===== src/hdl/gpr_pkg.sv =====
// Shared package for the GPIO port register block.
// Holds the pin count, register selector codes, reset values and the structs
// passed between the lock sequencer, the register core and the output buffer.
package gpr_pkg;

    localparam int PIN_COUNT = 16;
    localparam int PINS_PER_WORD = 8;
    localparam int NIBBLE_W = 4;
    localparam int LOCK_KEY_BIT = 16;

    localparam logic [31:0] MODE_RESET = 32'h4444_4444;
    localparam logic [15:0] PIN_MASK = 16'((33'd1 << PIN_COUNT) - 33'd1);
    localparam logic [NIBBLE_W-1:0] NIBBLE_ALL = 4'hF;

    localparam logic CMD_READ = 1'b0;
    localparam logic CMD_WRITE = 1'b1;

    typedef enum logic [2:0] {
        SEL_MODE_LOW  = 3'd0,
        SEL_MODE_HIGH = 3'd1,
        SEL_INPUT     = 3'd2,
        SEL_OUTPUT    = 3'd3,
        SEL_SET       = 3'd4,
        SEL_RESET     = 3'd5,
        SEL_LOCK      = 3'd6,
        SEL_NONE      = 3'd7
    } reg_sel_t;

    typedef struct packed {
        logic        valid;
        logic        cmd;
        reg_sel_t    sel;
        logic [31:0] wdata;
        logic [15:0] pins;
    } access_t;

    typedef struct packed {
        logic        locked;
        logic [15:0] mask;
    } lock_stat_t;

    typedef struct packed {
        logic [31:0] read_data;
        logic [15:0] pad_out;
        logic [15:0] pad_drive_enable;
        logic        port_locked;
    } result_t;

endpackage


===== src/hdl/gpr_lock.sv =====
// Lock key sequencer of the GPIO port register block.
// Tracks the write-key-1, write-key-0, write-key-1, read, read sequence.
// Depends on gpr_pkg.
module gpr_lock import gpr_pkg::*; (
    input  logic       aclk,
    input  logic       aresetn,
    input  access_t    acc,
    output lock_stat_t stat_cur,
    output lock_stat_t stat_nxt
);

    typedef enum logic [2:0] {
        PH_IDLE,
        PH_KEY1,
        PH_KEY0,
        PH_KEY1_AGAIN,
        PH_READ1,
        PH_LOCKED
    } phase_t;

    phase_t      phase_reg, phase_next;
    logic [15:0] mask_reg, mask_next;
    logic        key_set_reg, key_set_next;
    logic        lock_hit;
    logic        key;
    logic        same;
    logic [15:0] wmask;

    assign lock_hit = acc.valid && (acc.sel == SEL_LOCK) && !key_set_reg;
    assign wmask = acc.wdata[15:0] & PIN_MASK;
    assign key = acc.wdata[LOCK_KEY_BIT];
    assign same = (wmask == mask_reg);

    always_comb begin
        phase_next = phase_reg;
        mask_next = mask_reg;
        key_set_next = key_set_reg;
        if (lock_hit) begin
            if (acc.cmd == CMD_WRITE) begin
                mask_next = wmask;
                if (phase_reg == PH_KEY1 && !key && same) begin
                    phase_next = PH_KEY0;
                end else if (phase_reg == PH_KEY0 && key && same) begin
                    phase_next = PH_KEY1_AGAIN;
                end else begin
                    phase_next = key ? PH_KEY1 : PH_IDLE;
                end
            end else begin
                unique case (phase_reg)
                    PH_KEY1_AGAIN: phase_next = PH_READ1;
                    PH_READ1: begin
                        phase_next = PH_LOCKED;
                        key_set_next = 1'b1;
                    end
                    default: phase_next = PH_IDLE;
                endcase
            end
        end
    end

    always_ff @(posedge aclk) begin
        if (!aresetn) begin
            phase_reg <= PH_IDLE;
            mask_reg <= '0;
            key_set_reg <= 1'b0;
        end else begin
            phase_reg <= phase_next;
            mask_reg <= mask_next;
            key_set_reg <= key_set_next;
        end
    end

    assign stat_cur = '{locked: key_set_reg, mask: mask_reg};
    assign stat_nxt = '{locked: key_set_next, mask: mask_next};

    a_lock_sticky: assert property (@(posedge aclk) disable iff (!aresetn)
        key_set_reg |=> key_set_reg && $stable(mask_reg))
        else $error("lock released or lock mask changed while locked");

    a_lock_entry: assert property (@(posedge aclk) disable iff (!aresetn)
        !key_set_reg ##1 key_set_reg |-> $past(phase_reg) == PH_READ1
            && $past(acc.valid) && $past(acc.cmd) == CMD_READ)
        else $error("lock set without the full key sequence");

endmodule


===== src/hdl/gpr_regs.sv =====
// Register core of the GPIO port register block.
// Holds the mode words and output data and forms the result of each access.
// Depends on gpr_pkg.
module gpr_regs import gpr_pkg::*; (
    input  logic       aclk,
    input  logic       aresetn,
    input  access_t    acc,
    input  lock_stat_t lock_cur,
    input  lock_stat_t lock_nxt,
    output result_t    res
);

    logic [31:0] mode_lo_reg, mode_lo_next;
    logic [31:0] mode_hi_reg, mode_hi_next;
    logic [15:0] out_reg, out_next;
    logic [31:0] wr_lo, wr_hi;
    logic [15:0] drive_en;
    logic [31:0] rd;
    logic        wr;

    assign wr = acc.valid && (acc.cmd == CMD_WRITE);

    always_comb begin
        wr_lo = '0;
        wr_hi = '0;
        for (int i = 0; i < PINS_PER_WORD; i++) begin
            if (i < PIN_COUNT && !(lock_cur.locked && lock_cur.mask[i])) begin
                wr_lo[NIBBLE_W*i +: NIBBLE_W] = NIBBLE_ALL;
            end
            if (i + PINS_PER_WORD < PIN_COUNT
                    && !(lock_cur.locked && lock_cur.mask[i + PINS_PER_WORD])) begin
                wr_hi[NIBBLE_W*i +: NIBBLE_W] = NIBBLE_ALL;
            end
        end
    end

    always_comb begin
        mode_lo_next = mode_lo_reg;
        mode_hi_next = mode_hi_reg;
        out_next = out_reg;
        if (wr) begin
            case (acc.sel)
                SEL_MODE_LOW:  mode_lo_next = (mode_lo_reg & ~wr_lo) | (acc.wdata & wr_lo);
                SEL_MODE_HIGH: mode_hi_next = (mode_hi_reg & ~wr_hi) | (acc.wdata & wr_hi);
                SEL_OUTPUT:    out_next = acc.wdata[15:0] & PIN_MASK;
                SEL_SET:       out_next = ((out_reg & ~acc.wdata[31:16]) | acc.wdata[15:0])
                                          & PIN_MASK;
                SEL_RESET:     out_next = out_reg & ~acc.wdata[15:0];
                default:       out_next = out_reg;
            endcase
        end
    end

    always_comb begin
        drive_en = '0;
        for (int p = 0; p < 16; p++) begin
            if (p < PIN_COUNT) begin
                if (p < PINS_PER_WORD) begin
                    drive_en[p] = |mode_lo_next[NIBBLE_W*p +: 2];
                end else begin
                    drive_en[p] = |mode_hi_next[NIBBLE_W*(p - PINS_PER_WORD) +: 2];
                end
            end
        end
    end

    always_comb begin
        rd = '0;
        if (acc.cmd == CMD_READ) begin
            case (acc.sel)
                SEL_MODE_LOW:  rd = mode_lo_reg;
                SEL_MODE_HIGH: rd = mode_hi_reg;
                SEL_INPUT:     rd = {16'b0, acc.pins & PIN_MASK};
                SEL_OUTPUT:    rd = {16'b0, out_reg};
                SEL_LOCK:      rd = {15'b0, lock_nxt.locked, lock_nxt.mask};
                default:       rd = '0;
            endcase
        end
    end

    always_ff @(posedge aclk) begin
        if (!aresetn) begin
            mode_lo_reg <= MODE_RESET;
            mode_hi_reg <= MODE_RESET;
            out_reg <= '0;
        end else begin
            mode_lo_reg <= mode_lo_next;
            mode_hi_reg <= mode_hi_next;
            out_reg <= out_next;
        end
    end

    assign res = '{read_data: rd, pad_out: out_next, pad_drive_enable: drive_en,
                   port_locked: lock_nxt.locked};

endmodule


===== src/hdl/gpr_skid.sv =====
// Two-entry result buffer of the GPIO port register block.
// Registers each result and keeps one spare slot so input and output decouple.
// Depends on gpr_pkg.
module gpr_skid import gpr_pkg::*; (
    input  logic    aclk,
    input  logic    aresetn,
    input  logic    in_valid,
    output logic    in_ready,
    input  result_t in_data,
    output logic    out_valid,
    input  logic    out_ready,
    output result_t out_data
);

    logic    main_valid_reg;
    logic    spare_valid_reg;
    result_t main_reg;
    result_t spare_reg;
    logic    push;

    assign in_ready = !spare_valid_reg;
    assign push = in_valid && in_ready;

    always_ff @(posedge aclk) begin
        if (!aresetn) begin
            main_valid_reg <= 1'b0;
            spare_valid_reg <= 1'b0;
        end else begin
            if (out_ready || !main_valid_reg) begin
                if (spare_valid_reg) begin
                    main_reg <= spare_reg;
                    spare_valid_reg <= 1'b0;
                end else begin
                    main_valid_reg <= push;
                    main_reg <= in_data;
                end
            end else if (push) begin
                spare_reg <= in_data;
                spare_valid_reg <= 1'b1;
            end
        end
    end

    assign out_valid = main_valid_reg;
    assign out_data = main_reg;

    a_spare_behind_main: assert property (@(posedge aclk) disable iff (!aresetn)
        spare_valid_reg |-> main_valid_reg)
        else $error("spare slot holds a result while the output slot is empty");

    a_no_loss: assert property (@(posedge aclk) disable iff (!aresetn)
        main_valid_reg && !out_ready && !spare_valid_reg && in_valid
            |=> spare_valid_reg && main_valid_reg)
        else $error("result pushed under back-pressure was dropped");

endmodule


===== src/hdl/gpio_port_register_block.sv =====
// GPIO port register block: sixteen pins, mode words, output data with
// bit set/reset, and a keyed configuration lock. Depends on gpr_pkg and
// the gpr_lock, gpr_regs and gpr_skid modules.
//
// Every transaction on the s_ channel is one register access and gives
// exactly one result transaction on the m_ channel. A new access is
// accepted in every cycle while the spare slot is empty: register updates
// and the result are registered at the accepting edge, and a two-entry
// result buffer keeps s_ready high while one result waits for m_ready.
// Each result shows the register state after its access. The lock is
// armed by writing key 1, key 0, key 1 to the lock register with one pin
// mask, then reading it twice; from then on the mode nibbles of masked
// pins hold their values until aresetn is asserted.
module gpio_port_register_block import gpr_pkg::*; (
    input  logic        aclk,
    input  logic        aresetn,
    input  logic        s_valid,
    output logic        s_ready,
    input  logic        s_cmd,
    input  logic [2:0]  s_reg_sel,
    input  logic [31:0] s_write_data,
    input  logic [15:0] s_pin_levels,
    output logic        m_valid,
    input  logic        m_ready,
    output logic [31:0] m_read_data,
    output logic [15:0] m_pad_out,
    output logic [15:0] m_pad_drive_enable,
    output logic        m_port_locked
);

    access_t    acc;
    lock_stat_t lock_cur;
    lock_stat_t lock_nxt;
    result_t    res;
    result_t    res_out;

    assign acc = '{valid: s_valid && s_ready, cmd: s_cmd, sel: reg_sel_t'(s_reg_sel),
                   wdata: s_write_data, pins: s_pin_levels};

    gpr_lock u_lock (
        .aclk     (aclk),
        .aresetn  (aresetn),
        .acc      (acc),
        .stat_cur (lock_cur),
        .stat_nxt (lock_nxt)
    );

    gpr_regs u_regs (
        .aclk     (aclk),
        .aresetn  (aresetn),
        .acc      (acc),
        .lock_cur (lock_cur),
        .lock_nxt (lock_nxt),
        .res      (res)
    );

    gpr_skid u_skid (
        .aclk      (aclk),
        .aresetn   (aresetn),
        .in_valid  (s_valid),
        .in_ready  (s_ready),
        .in_data   (res),
        .out_valid (m_valid),
        .out_ready (m_ready),
        .out_data  (res_out)
    );

    assign m_read_data = res_out.read_data;
    assign m_pad_out = res_out.pad_out;
    assign m_pad_drive_enable = res_out.pad_drive_enable;
    assign m_port_locked = res_out.port_locked;

endmodule

===== config.mk =====
export PLATFORM = sky130hd
export DESIGN_NAME = gpio_port_register_block
export DESIGN_NICKNAME = d
export VERILOG_FILES = /design/src/hdl/gpr_pkg.sv /design/src/hdl/gpr_lock.sv /design/src/hdl/gpr_regs.sv /design/src/hdl/gpr_skid.sv /design/src/hdl/gpio_port_register_block.sv
export SDC_FILE = /design/constraint.sdc
export NUM_CORES = 1
export LEC_CHECK = 0
export BUFFER_PORTS_ARGS = -buffer_cell sky130_fd_sc_hd__buf_2
export CAP_MARGIN = 0
export CELL_PAD_IN_SITES_DETAIL_PLACEMENT = 0
export CELL_PAD_IN_SITES_GLOBAL_PLACEMENT = 1
export CORE_AREA = 2 2 166 168
export DETAILED_ROUTE_END_ITERATION = 16
export DIE_AREA = 0 0 168 170
export GPL_TIMING_DRIVEN = 0
export HOLD_SLACK_MARGIN = 0.12
export PLACE_DENSITY = 0.77
export SYNTH_ARGS = -nofsm -noshare
export SYNTH_HDL_FRONTEND = slang
export SYNTH_SLANG_ARGS = --single-unit

===== constraint.sdc =====
create_clock -name aclk -period 8.97 [get_ports aclk]
set_input_delay 0.897 -clock aclk [delete_from_list [all_inputs] [get_ports aclk]]
set_output_delay 0.897 -clock aclk [all_outputs]
set_load 0.02 [all_outputs]

Word-level counts from Yosys, hierarchy flattened --
Cells that the tools add are included.
Word-level totals: register bits after elaboration 232, input bits 56, output and inout bits 67, word-level logic and storage cells 132
Cells by class: equality and inequality tests 11, multiplexer cells 35, bitwise gates (word level) 16, reductions and logical operators 52
Operators by type and width (number):
- $pmux 32 s5 | 1
- $and 32x32->32 | 4
- $mux 30 | 4
- $mux 65 | 1
- $mux 4 | 16
- $not 32->32 | 2
- $or 32x32->32 | 2
- $mux 16 | 3
- $pmux 16 s3 | 1
- $reduce_or 2->1 | 17
- $and 16x16->16 | 2
- $mux 32 | 1
- $not 16->16 | 2
- $logic_and 1x1->1 | 24
- $eq 16x16->1 | 1
- $or 16x16->16 | 1
- $eq 3x2->1 const B | 4
- $eq 3x3->1 const B | 4
- $mux 3 | 3
- $reduce_and 2->1 | 4
- $eq 3x1->1 const B | 2
- $pmux 3 s2 | 1
- $logic_not 1->1 | 4
- $mux 1 | 4
- 4 further kinds | 6

Depth between registers and ports, before layout --
depth after elaboration 9, mapped depth 7, depth with buffers taken out 4

Hierarchy --
A second synthesis with hierarchy kept.
Second synthesis, totals: cell total of the unflattened synthesis 920, area total of the unflattened synthesis 11073.1 um2
Modules (own cells, without submodules):
- gpr_skid | times used 1, cells each 216, area an instance 5122.4 um2, seq. area each 3943.8 um2
- gpr_regs | times used 1, cells each 603, area an instance 4853.4 um2, seq. area each 1601.5 um2
- gpr_lock | times used 1, cells each 100, area an instance 1091.0 um2, seq. area each 400.4 um2
- gpio_port_register_block | times used 1, cells each 1, area an instance 6.3 um2, seq. area each 0.0 um2

Least setup slack after synthesis --
OpenSTA, ideal clock, no wires.
path type input to register, from in aresetn, to reg u_skid.main_reg, in the netlist u_skid.out_data[0], enable pin, setup time 0.587 ns, arrival time 5.863 ns, required time 8.383 ns, path slack 2.520 ns, stages 2, path buffers 1, cell sequence clkbuf_1 > a21boi_0
On the way: longest elaborated chain between the ends 1
Ends and longest elaborated chain:
- start: declaration | RTL line gpio_port_register_block.sv:16 | input logic aresetn,
- $reduce_and 2->1 (no line)
- end signal: assignment | RTL line gpr_skid.sv:31 | main_reg <= spare_reg;
- end signal: assignment | RTL line gpr_skid.sv:35 | main_reg <= in_data;
- end: declaration | RTL line gpr_skid.sv:17 | result_t main_reg;
No other way between the ends. A chain may end at the register's enable or synchronous reset.

Worst setup path after layout --
from reg u_skid.spare_valid_reg, to out s_ready
On the way: longest elaborated chain between the ends 1
Ends and longest elaborated chain:
- start: declaration | RTL line gpr_skid.sv:16 | logic spare_valid_reg;
- start signal: assignment | RTL line gpr_skid.sv:27 | spare_valid_reg <= 1'b0;
- start signal: assignment | RTL line gpr_skid.sv:32 | spare_valid_reg <= 1'b0;
- start signal: assignment | RTL line gpr_skid.sv:39 | spare_valid_reg <= 1'b1;
- $logic_not 1->1 | RTL line gpr_skid.sv:21 | assign in_ready = !spare_valid_reg;
- end: declaration | RTL line gpio_port_register_block.sv:18 | output logic s_ready,
No other way between the ends.

==> summary.txt <==
Run status
  – Status: complete, no violations

Power
  – Power share of the combinational group: ~8.7%
  – Leak: between 5 and 6 nW
  – PD cells: 189 mW/mm^2
  – NetSw: 0.557 mW
  – Switch share: 23.7%
  – Sequential share of power: 49.5%
  – P_int: 1.79 mW
  – Clock share of power: 41.8%
  – Worst VDD drop: 0.125 mV

Clock network
  – CTS H-tree lvls: 1
  – CTS tree: yes
  – Resized Gates After CTS: 0
  – Clock root buffer: clkbuf_16
  – CTS sink cnt: ~230
  – CTS buffer count: 26
  – Clk buf depth: 3
  – Clock transition at the registers of the reported paths: roughly 60 ps
  – CTS hold repair buffers: 0
  – Clk_lat worst skew: 540 ps
  – Post-CTS setup repair buffer count: 0

Critical path
  – CP max stage cell: buf_1
  – Delay-heaviest family, CP: buffers and inverters
  – Crit path DAT: 2520 ps
  – Reg2Reg Depth: 6
  – Crit path buffers/inverters: 5
  – Critical path cell sequence: buf_6 > inv_2 > buf_1 > clkbuf_1 > buf_2
  – Worst Setup End Kind: primary output
  – CP max FO: 10
  – Critical R2R Launch: u_skid.spare_valid_reg$_SDFFE_PP0N_
  – Worst R2R Setup Slack: ~6300 ps
  – Stages on worst setup path: 5
  – CP Data Required Time: 8070 ps
  – Crit Path Class: reg2out
  – RR Endpoint: u_skid.spare_reg[39]$_DFFE_PP_
  – Largest stage delay, worst path: 570 ps
  – Worst setup SP type: flip-flop

Route
  – M1 wire length: 13300 um
  – Vias per cell: between 5 and 6
  – Drt wl/cell: 20.9 um
  – DRT iter0 DRCs: 636
  – DRT Wirelength: 29000 um
  – Met2 WL: around 14000 um
  – DRC: 0
  – First-pass DRT Iterations: 5
  – Number of nets with antenna violations after routing: 0
  – Met3 WL: 1320 um
  – Via Count: 7362
  – Top sig layer: met4

Floorplan
  – Rows: 60
  – Chip Height: 170 um
  – Chip width: 168 um
  – Placeable Area: 0.0267 mm^2
  – Starting Density: 39.7%
  – Die ar.: 0.0286 mm^2
  – IO Pins: 123

Synth
  – Top FF cell, synth: edfxtp_1
  – Syn Inst Count: between 800 and 900
  – Post-synth EDFFs: 130
  – Post-synthesis sequential area ratio: 56.2%
  – Asr flop ratio synth: 0%
  – Synth warn: 0
  – Post-Syn Area: 0.0106 mm^2
  – Syn_area_per_cell: 12.0 um^2
  – Seq cells post-synth: 232
  – Syn_nets: 940
  – Netlist cell types: 54

Worst hold path
  – HP Class: reg2reg
  – Hold Path Depth: 2

GRT
  – Largest net degree at the start of global routing: 28
  – Initial antenna violation count: 2
  – GRT overflow: 0
  – Global-route wire length before repair: 43500 um
  – Tot GR Track Use: 20.1%
  – Vias in the first global route: 7091

Layout
  – Filler cell count: roughly 2500
  – Finished Core Util: 46.7%
  – Final Non-Filler Cells: 1388
  – Commonest non-fill, non-tap cell in the layout: edfxtp_1
  – Area delta synth->final: 17.6%
  – Final nets: 1083
  – Commonest non-fill, non-tap cells in the layout: edfxtp_1 (130), buf_2 (126), dfxtp_1 (102)
  – Fraction of layout cells with a size suffix above 1: 23.2%

Timing
  – Tcrit/Tclk final: roughly two fifths
  – TNS Setup: 0 ps
  – Final min period: 3420 ps
  – Max Clk Rate: 293 MHz
  – Setup Skew: 20.5 ps
  – Slew Limit Fails: 0
  – RSZ-0062 raised after global routing: false
  – Hold Vio Cnt, Final: 0
  – # setup viols final: 0
  – Slew HR: 45.7%
  – Final setup margin: around 5600 ps
  – Worst Tran Pin Value: about 810 ps

Place
  – Post-detail-place hpwl: ~21000 um
  – Post-placement setup slack: 6030 ps
  – I/O Buffers: 111
  – Placer congestion estimate: 0.878
  – Post-Place Cells: 1340

Flow run
  – Max_cap viols: 0
[synth_stat cells, types with 16 or more instances]
| master | number | area (um^2) |
|---|---|---|
| mux2i_1 | 100 | 1000 |
| a211oi_1 | 17 | 128 |
| edfxtp_1 | 130 | 3900 |
| dfxtp_1 | 102 | 2040 |
| a22o_1 | 16 | 140 |
| clkbuf_1 | 35 | 131 |
| nor2_1 | 58 | 218 |
| mux2_2 | 24 | 270 |
| mux4_2 | 16 | 360 |
| a21boi_0 | 17 | 128 |
| a31oi_1 | 16 | 100 |
| nand2_1 | 91 | 342 |
| o21ai_0 | 16 | 80.1 |
| nor2b_1 | 78 | 488 |
| xnor2_1 | 16 | 140 |
[area by class of cell]
type / count / area, um^2 / share of cell area, %
Timing Repair Buffer: 115 / 643 / 5.16
Inverter: 15 / 56.3 / 0.452
Multi-Input combinational cell: 577 / 4300 / 34.5
Tap cell: 341 / 427 / 3.43
Antenna cell: 1 / 2.50 / 0.0201
Clock inverter: 9 / 38.8 / 0.311
Buffer: 60 / 302 / 2.42
Clock buffer: 38 / 737 / 5.92
Sequential cell: 232 / 5950 / 47.7
[power by group through the flow]
stage / clock network [mW] / registers [mW] / logic (mW)
2_1_floorplan: 0 / 1.21 / 0.0991
3_3_place_gp: 0 / 1.19 / 0.200
3_5_place_dp: 0 / 1.18 / 0.206
4_1_cts: 0.999 / 1.16 / 0.207
5_1_grt: 1.04 / 1.16 / 0.219
6_report: 0.981 / 1.16 / 0.205
[tightest hold or removal path, stage by stage (launching register included)]
cell and delay, ps:
dfxtp_1 320, mux2i_1 70, nand2_1 60
[how the worst max path moves through the flow]
stage / start / to / slack, ps
floorplan: aresetn / u_skid.out_data[0]$_DFFE_PP_ / 2520
global placement: aresetn / u_skid.out_data[22]$_DFFE_PP_ / -380
detailed placement: aresetn / u_skid.out_data[23]$_DFFE_PP_ / 6030
CTS: u_skid.spare_valid_reg$_SDFFE_PP0N_ / s_ready / 5470
global route: u_skid.spare_valid_reg$_SDFFE_PP0N_ / s_ready / 5400
finish: u_skid.spare_valid_reg$_SDFFE_PP0N_ / s_ready / 5550
[metrics by stage]
stage / area, um^2 / total power, mW / hold slack, ps
after floorplan: 10600 / 1.31 / 440
after global placement: 11600 / 1.39 / 451
after detailed placement: 11700 / 1.39 / 460
after CTS: 12500 / 2.37 / 475
after global routing: 12500 / 2.43 / 496
final: 12500 / 2.35 / 474
[cells by family (layout without fill, tap and decap cells)]
logic type,after synthesis,count (layout),share of synthesized area (%)
other cells,0,1,0
flops,232,232,56.2
mux,143,143,15.8
buf+inv,75,237,3.38
compound gates,135,135,8.97
simple gates,283,283,14.3
xor+xnor,16,16,1.32
[routing by layer]
layer | up-vias | GRT usage [%]
li1 | 3493 | -
met1 | 3617 | 28.3
met2 | 211 | 33.1
met3 | 41 | 2.28
met4 | 0 | 5.60
met5 | - | 0
No activity file was read; power rests on OpenSTA's default activity.
